File: src/rtl/udpchk_pkg.sv
`timescale 1ns / 1ps
`default_nettype none
package udpchk_pkg;

	// framing and field widths
	localparam int HEADER_BYTES = 16;
	localparam int SEQ_W        = 32;
	localparam int LEN_W        = 11;
	localparam int WORD_W       = 64;
	localparam int CNT_W        = 32;
	localparam int BYTE_LANES   = 8;
	localparam int SKEW_W       = 41;
	localparam int LIMIT_W      = 20;
	localparam int FOLD_W       = 14;

	// configuration port
	localparam int CFG_INDEX_W = 2;
	localparam int CFG_DATA_W  = 41;
	localparam logic [LIMIT_W-1:0] LIMIT_RESET = 20'd100000;

	// payload fill byte is 'A' plus sequence modulo 26
	localparam logic [7:0] PATTERN_BASE = 8'd65;

	localparam logic [WORD_W-1:0] S64_MAX = {1'b0, {(WORD_W-1){1'b1}}};
	localparam logic [WORD_W-1:0] S64_MIN = {1'b1, {(WORD_W-1){1'b0}}};

	typedef enum logic [CFG_INDEX_W-1:0] {
		REG_CLOCK_SKEW   = 2'd0,
		REG_SAMPLE_LIMIT = 2'd1
	} cfg_reg_t;

	typedef enum logic [2:0] {
		VERDICT_FIRST = 3'd0,
		VERDICT_IN_ORDER = 3'd1,
		VERDICT_GAP = 3'd2,
		VERDICT_OUT_OF_ORDER = 3'd3,
		VERDICT_TOO_SHORT = 3'd4,
		VERDICT_MISMATCH = 3'd5
	} verdict_t;

	typedef struct packed {
		logic [SEQ_W-1:0]  seq_number;
		logic [LEN_W-1:0]  datagram_bytes;
		logic [WORD_W-1:0] head_word;
		logic [WORD_W-1:0] tail_word;
		logic [WORD_W-1:0] arrival_ns;
		logic [WORD_W-1:0] sent_ns;
	} in_t;

	typedef struct packed {
		verdict_t                 verdict;
		logic [CNT_W-1:0]         valid_count;
		logic [CNT_W-1:0]         corrupt_count;
		logic [CNT_W-1:0]         lost_count;
		logic [CNT_W-1:0]         reorder_count;
		logic [WORD_W-1:0]        byte_total;
		logic [WORD_W-1:0]        payload_total;
		logic signed [WORD_W-1:0] delay_sum;
		logic signed [WORD_W-1:0] delay_min;
		logic signed [WORD_W-1:0] delay_max;
		logic [WORD_W-1:0]        gap_sum;
		logic [WORD_W-1:0]        gap_square_sum;
	} out_t;

	// checked datagram as seen by the statistics stage
	typedef struct packed {
		logic                     short_pkt;
		logic                     bad;
		logic [SEQ_W-1:0]         seq;
		logic [LEN_W-1:0]         len;
		logic [LEN_W-1:0]         pay;
		logic signed [WORD_W-1:0] owd;
		logic [WORD_W-1:0]        arrival;
	} stats_item_t;

	// statistics after one datagram, plus the jitter sample it yields
	typedef struct packed {
		verdict_t                 verdict;
		logic [CNT_W-1:0]         valid_count;
		logic [CNT_W-1:0]         corrupt_count;
		logic [CNT_W-1:0]         lost_count;
		logic [CNT_W-1:0]         reorder_count;
		logic [WORD_W-1:0]        byte_total;
		logic [WORD_W-1:0]        payload_total;
		logic signed [WORD_W-1:0] delay_sum;
		logic signed [WORD_W-1:0] delay_min;
		logic signed [WORD_W-1:0] delay_max;
		logic [WORD_W-1:0]        gap;
		logic                     sample;
	} stats_snap_t;

	// first fold of the sequence number, congruent modulo 26
	function automatic logic [FOLD_W-1:0] seq_fold(input logic [SEQ_W-1:0] s);
		logic [FOLD_W-1:0] t3, t2, t1;
		t3 = FOLD_W'(s[31:24]) * FOLD_W'(14);
		t2 = FOLD_W'(s[23:16]) * FOLD_W'(16);
		t1 = FOLD_W'(s[15:8]) * FOLD_W'(22);
		return t3 + t2 + t1 + FOLD_W'(s[7:0]);
	endfunction

	// finish the modulo 26 on the folded value and form the fill byte
	function automatic logic [7:0] pattern_char(input logic [FOLD_W-1:0] f);
		logic [10:0] a;
		logic [8:0]  b;
		logic [6:0]  c;
		logic [13:0] prod;
		logic [2:0]  q;
		logic [6:0]  r;
		a = 11'(f[13:8]) * 11'd22 + 11'(f[7:0]);
		b = 9'(a[10:8]) * 9'd22 + 9'(a[7:0]);
		c = 7'(b[8:6]) * 7'd12 + 7'(b[5:0]);
		// reciprocal of 26 is exact for values below 128
		prod = 14'(c) * 14'd79;
		q = prod[13:11];
		r = c - 7'(q) * 7'd26;
		return PATTERN_BASE + 8'(r);
	endfunction

	function automatic logic [CNT_W-1:0] sat_inc32(input logic [CNT_W-1:0] a);
		return (a == '1) ? a : a + CNT_W'(1);
	endfunction

	function automatic logic [CNT_W-1:0] sat_add_u32(input logic [CNT_W-1:0] a,
		input logic [CNT_W-1:0] b);
		logic [CNT_W:0] s;
		s = {1'b0, a} + {1'b0, b};
		return s[CNT_W] ? '1 : s[CNT_W-1:0];
	endfunction

	function automatic logic [WORD_W-1:0] sat_add_u64(input logic [WORD_W-1:0] a,
		input logic [WORD_W-1:0] b);
		logic [WORD_W:0] s;
		s = {1'b0, a} + {1'b0, b};
		return s[WORD_W] ? '1 : s[WORD_W-1:0];
	endfunction

	function automatic logic [WORD_W-1:0] sat_add_s64(input logic [WORD_W-1:0] a,
		input logic [WORD_W-1:0] b);
		logic [WORD_W:0] s;
		s = {a[WORD_W-1], a} + {b[WORD_W-1], b};
		if (s[WORD_W] != s[WORD_W-1])
			return s[WORD_W] ? S64_MIN : S64_MAX;
		return s[WORD_W-1:0];
	endfunction

endpackage
`default_nettype wire

File: src/rtl/udpchk_stats.sv
`timescale 1ns / 1ps
`default_nettype none
module udpchk_stats (
	input  wire logic                          clk,
	input  wire logic                          arst_n,
	input  wire logic                          commit,
	input  wire udpchk_pkg::stats_item_t       item,
	input  wire logic [udpchk_pkg::LIMIT_W-1:0] sample_limit,
	output udpchk_pkg::stats_snap_t            snap
);
	import udpchk_pkg::*;

	logic                     started_q;
	logic [SEQ_W-1:0]         next_expected_q;
	logic [WORD_W-1:0]        prev_arrival_q;
	logic [CNT_W-1:0]         valid_q, corrupt_q, lost_q, reorder_q;
	logic [WORD_W-1:0]        bytes_q, payload_q;
	logic signed [WORD_W-1:0] delay_sum_q, delay_low_q, delay_high_q;
	logic [LIMIT_W-1:0]       sample_q;

	logic                     started_n;
	logic [SEQ_W-1:0]         next_expected_n;
	logic [WORD_W-1:0]        prev_arrival_n;
	logic [LIMIT_W-1:0]       sample_n;

	// classify the word and work out the next statistics
	always_comb begin
		snap.verdict       = VERDICT_FIRST;
		snap.valid_count   = valid_q;
		snap.corrupt_count = corrupt_q;
		snap.lost_count    = lost_q;
		snap.reorder_count = reorder_q;
		snap.byte_total    = bytes_q;
		snap.payload_total = payload_q;
		snap.delay_sum     = delay_sum_q;
		snap.delay_min     = delay_low_q;
		snap.delay_max     = delay_high_q;
		snap.gap           = item.arrival - prev_arrival_q;
		snap.sample        = 1'b0;
		started_n          = started_q;
		next_expected_n    = next_expected_q;
		prev_arrival_n     = prev_arrival_q;
		sample_n           = sample_q;
		if (item.short_pkt) begin
			snap.verdict       = VERDICT_TOO_SHORT;
			snap.corrupt_count = sat_inc32(corrupt_q);
		end else if (item.bad) begin
			snap.verdict       = VERDICT_MISMATCH;
			snap.corrupt_count = sat_inc32(corrupt_q);
		end else begin
			if (!started_q) begin
				snap.verdict    = VERDICT_FIRST;
				next_expected_n = item.seq + SEQ_W'(1);
			end else begin
				// jitter sample while under the limit
				if (sample_q < sample_limit) begin
					snap.sample = 1'b1;
					sample_n    = sample_q + LIMIT_W'(1);
				end
				if (item.seq == next_expected_q) begin
					snap.verdict    = VERDICT_IN_ORDER;
					next_expected_n = item.seq + SEQ_W'(1);
				end else if (item.seq > next_expected_q) begin
					snap.verdict    = VERDICT_GAP;
					snap.lost_count = sat_add_u32(lost_q, item.seq - next_expected_q);
					next_expected_n = item.seq + SEQ_W'(1);
				end else begin
					snap.verdict       = VERDICT_OUT_OF_ORDER;
					snap.reorder_count = sat_inc32(reorder_q);
				end
			end
			prev_arrival_n = item.arrival;
			// one-way delay sum and extremes
			snap.delay_sum = sat_add_s64(delay_sum_q, item.owd);
			if (!started_q || item.owd < delay_low_q)
				snap.delay_min = item.owd;
			if (!started_q || item.owd > delay_high_q)
				snap.delay_max = item.owd;
			started_n          = 1'b1;
			snap.byte_total    = sat_add_u64(bytes_q, WORD_W'(item.len));
			snap.payload_total = sat_add_u64(payload_q, WORD_W'(item.pay));
			snap.valid_count   = sat_inc32(valid_q);
		end
	end

	// running state, updated as the word leaves this stage
	always_ff @(posedge clk or negedge arst_n) begin
		if (!arst_n) begin
			started_q       <= 1'b0;
			next_expected_q <= '0;
			prev_arrival_q  <= '0;
			valid_q         <= '0;
			corrupt_q       <= '0;
			lost_q          <= '0;
			reorder_q       <= '0;
			bytes_q         <= '0;
			payload_q       <= '0;
			delay_sum_q     <= '0;
			delay_low_q     <= '0;
			delay_high_q    <= '0;
			sample_q        <= '0;
		end else if (commit) begin
			started_q       <= started_n;
			next_expected_q <= next_expected_n;
			prev_arrival_q  <= prev_arrival_n;
			valid_q         <= snap.valid_count;
			corrupt_q       <= snap.corrupt_count;
			lost_q          <= snap.lost_count;
			reorder_q       <= snap.reorder_count;
			bytes_q         <= snap.byte_total;
			payload_q       <= snap.payload_total;
			delay_sum_q     <= snap.delay_sum;
			delay_low_q     <= snap.delay_min;
			delay_high_q    <= snap.delay_max;
			sample_q        <= sample_n;
		end
	end

endmodule
`default_nettype wire

File: config.mk
export PLATFORM = sky130hd
export DESIGN_NAME = udpchk_stats
export DESIGN_NICKNAME = d
export VERILOG_FILES = /design/src/rtl/udpchk_pkg.sv /design/src/rtl/udpchk_stats.sv
export SDC_FILE = /design/constraint.sdc
export NUM_CORES = 2
export LEC_CHECK = 0
export BUFFER_PORTS_ARGS = -buffer_cell sky130_fd_sc_hd__buf_2
export CAP_MARGIN = 20
export CORE_UTILIZATION = 40
export CTS_BUF_LIST = sky130_fd_sc_hd__clkbuf_2
export CTS_CLUSTER_SIZE = 12
export DETAILED_ROUTE_END_ITERATION = 10
export PLACE_DENSITY = 0.68
export SLEW_MARGIN = 20
export SYNTH_ARGS = -nofsm -noshare
export SYNTH_HDL_FRONTEND = slang
export SYNTH_SLANG_ARGS = --single-unit
export TNS_END_PERCENT = 50
File: constraint.sdc
create_clock -name clk -period 11.4 [get_ports clk]
set_input_delay 0 -clock clk [delete_from_list [all_inputs] [get_ports clk]]
set_output_delay 0 -clock clk [all_outputs]
set_load 0.01 [all_outputs]
==> results.cfg <==
[clock_tree]
cts_resized = 0
clk_latency_ns = 1.49
cts_tree = yes
clockRootBuffer = clkbuf_2
htreeDepth = 4
numCtsBuffers = 170
cts.sinks = 565
cts_buffer_depth = 3
path_clk_slew_ns = 0.09

[place]
portBuffers = 722
hpwl_um = 122000
place_congestion = 0.960
dp_slack_ns = 5.19

[detailed_routing]
vias = 49300
drtPass1Iterations = 8
postRouteAntennaNets = 0
drt_iter0_markers = 3663
remaining_drc_errors = 0
routed_wl_um = 177000
wire_per_inst_um = 20.3
vias_per_cell = 5.68

[sta]
hold_viol = 0
fin_tns_setup_ns = 0
clock_skew_ns = 0.130
final_max_slew_viol_count = 0
fmaxAchievable_mhz = 122
setup_viol = 0
rsz0062_at_grt = false
final.min_clock_period_ns = 8.22
fin_crit_sh = 0.721
worst_pin_slew_ns = 1.26
layout_setup_ws_ns = 3.18
max_slew_margin = 0.139

[floorplan]
dieHeight_um = 341
chipWidth_um = 341
placementRows = 124
core_um2 = 114000
die-area_um2 = 116000
ioPinCount = 723
initial_core_util = 0.403

[global_route]
antenna_found_initial = 20
grt_overflow = 0
grt_util_all_layers = 0.293
grt_pass1_vias = 48300
grt_pass1_wl_um = 271000
grt_max_degree = 158

[setup_path]
ff2ff_setup_slack_ns = 5.23
start_kind = input port
required_ns = 11.40
ff2ff_path_depth = 22
worstPathArrival_ns = 8.22
endpoint_kind = output port
crit_type = in2out
path_max_fanout = 56
rr_endpoint = lost_q[15]
r2r-start = next_expected_q[0]

[worst_hold_path]
hold_depth = 7
min_path_type = in2reg
holdCritStartpoint = item[159]
whs_endpoint = lost_q[9]

[cells_and_area]
syn_to_final_growth_pct = 31.3
nets = 7624
num-fill-cells = 10500
drive_gt1_frac = 0.174
seq_area_um2 = 14100
multi_input_area_um2 = 29500

[synth]
synth.distinct_cells = 99
avgSynthCellArea_um2 = 8.21
ys_warn_count = 0
ys_seq_area_frac = 0.307
synth_area_um2 = 46000
synth_top_area_cell = dfrtp_1
synth-main-ff-cell = dfrtp_1
ys_ff_latch = 565
synth-edff-count = 0
synth_cells = 5599
async_flop_share = 1.00
ys_top_cells_by_count = 711 x nand2_1, 565 x dfrtp_1, 445 x a21oi_1, 369 x ha_1, 353 x inv_1
synth_nets = 6181
ys_top_cells_by_area = dfrtp_1 31%, ha_1 10%, xnor2_1 5.8%
yosysTopAreaCellShare = 0.307
synth_most_common_cell = nand2_1

[pwr]
power_density_nw_per_um2 = 234
worst_ir_drop_vdd_mv = 0.203
leakagePower_nw = 28.7

[run_status]
outcome = completed

[job]
max_cap_violations = 0
## cells in the final DEF, fill, tap and decap left out, types with 113 or more instances in the layout
cell type / Yosys / final
a21o_1: 163 / 163
a21oi_1: 445 / 444
and3_1: 113 / 113
buf_2: 14 / 720
clkbuf_2: 0 / 239
dfrtp_1: 565 / 565
dlygate4sd3_1: 0 / 788
ha_1: 369 / 369
inv_1: 353 / 350
mux2_2: 167 / 167
nand2_1: 711 / 710
nand3_1: 183 / 182
nand4_1: 136 / 136
nor2_1: 319 / 313
o21ai_0: 340 / 340
o22ai_1: 124 / 124
xnor2_1: 306 / 306
xor2_1: 170 / 170
## logic make-up after synthesis
group                      Yosys count  share of synthesized area
AOI/OAI and AO/OA                 1573                      0.216
xor gates and xnor gates           476                     0.0907
adders and majority gates          375                      0.103
buffers and inverters              635                     0.0524
DFF                                565                      0.307
muxes                              188                     0.0456
and+or+nand+nor                   1787                      0.185
## layer usage
| metal | global-route usage | vias to the layer above | wire length, um | share of wire |
|---|---|---|---|---|
| li1 | - | 23000 | - | - |
| met1 | 0.352 | 23600 | 69400 | 0.39 |
| met2 | 0.479 | 2163 | 81700 | 0.46 |
| met3 | 0.0727 | 539 | 15400 | 0.087 |
| met4 | 0.159 | 12 | 9960 | 0.056 |
| met5 | 0 | - | 85 | 0.00048 |
## registers in the layout, summed over array words and instances, names as in the netlist
signal and flops:
delay_high_q 64, delay_low_q 64, delay_sum_q 64, bytes_q 64
next_expected_q 32, payload_q 64, started_q 1, corrupt_q 32
reorder_q 32, prev_arrival_q 64, sample_q 20, valid_q 32
lost_q 32
## report_power, final
| part | total [mW] | switching [mW] | internal (mW) | leakage (nW) |
|---|---|---|---|---|
| sequential | 2.99 | 0.423 | 2.57 | 7.08 |
| clock | 1.67 | 1.01 | 0.656 | 1.13 |
| combinational | 9.46 | 5.61 | 3.85 | 20.5 |
## worst max-delay path by stage
stage / endpoint / slack (ns) / startpoint
6_report: snap[207] / 3.18 / item[84]
5_1_grt: snap[207] / 2.85 / delay_sum_q[4]
4_1_cts: snap[207] / 3.47 / delay_sum_q[14]
3_5_place_dp: snap[207] / 5.19 / delay_sum_q[4]
3_3_place_gp: snap[207] / 5.33 / delay_sum_q[4]
2_1_floorplan: lost_q[10] / 6.57 / next_expected_q[0]
## metrics by stage
step	cell area, um^2	hold WS (ns)	util	std cells	power [mW]
floorplan	46000	-0.296	-	5599	8.86
global placement	50900	0.0559	0.446	7592	11.6
detailed placement	50900	0.0607	0.446	7592	11.7
CTS	60300	0.00712	0.528	8669	13.9
global route	60400	0.193	0.529	8682	15.1
finish	60400	0.269	0.529	8687	14.1
## critical path, cell delays in order
cell and delay [ns]:
dlygate4sd3_1 0.55, dlygate4sd3_1 0.58, buf_2 0.17, dlygate4sd3_1 0.69, ha_1 0.43, a21o_1 0.20, a21o_1 0.21, a211oi_1 0.24
or3_1 0.18, nand3_1 0.21, a31o_2 0.35, a21bo_2 0.24, a21oi_1 0.28, o21ai_0 0.23, xor2_1 0.19, ha_1 0.82
clkinv_1 0.14, buf_4 0.35, nor2_4 0.33, buf_4 0.51, a21oi_1 0.12, o21ai_0 0.80, buf_2 0.28
## layout make-up
cell class | instances | area share
clock buffers | 239 | 0.0198
well taps | 1512 | 0.0313
repair buffers | 1552 | 0.197
flip-flops and latches | 565 | 0.234
multi-input cells | 4399 | 0.489
diodes | 18 | 0.000746
inverters | 354 | 0.0220
clock inverters | 48 | 0.00537
## what timing repair did
action | 4_1_cts | 5_1_grt
buffers inserted | 0 | 0
hold buffers | 790 | 0
endpoints found under the setup margin | 0 | 0
endpoints found under the hold margin | 1130 | 0
Note: power is estimated with default switching activity, not from simulation.
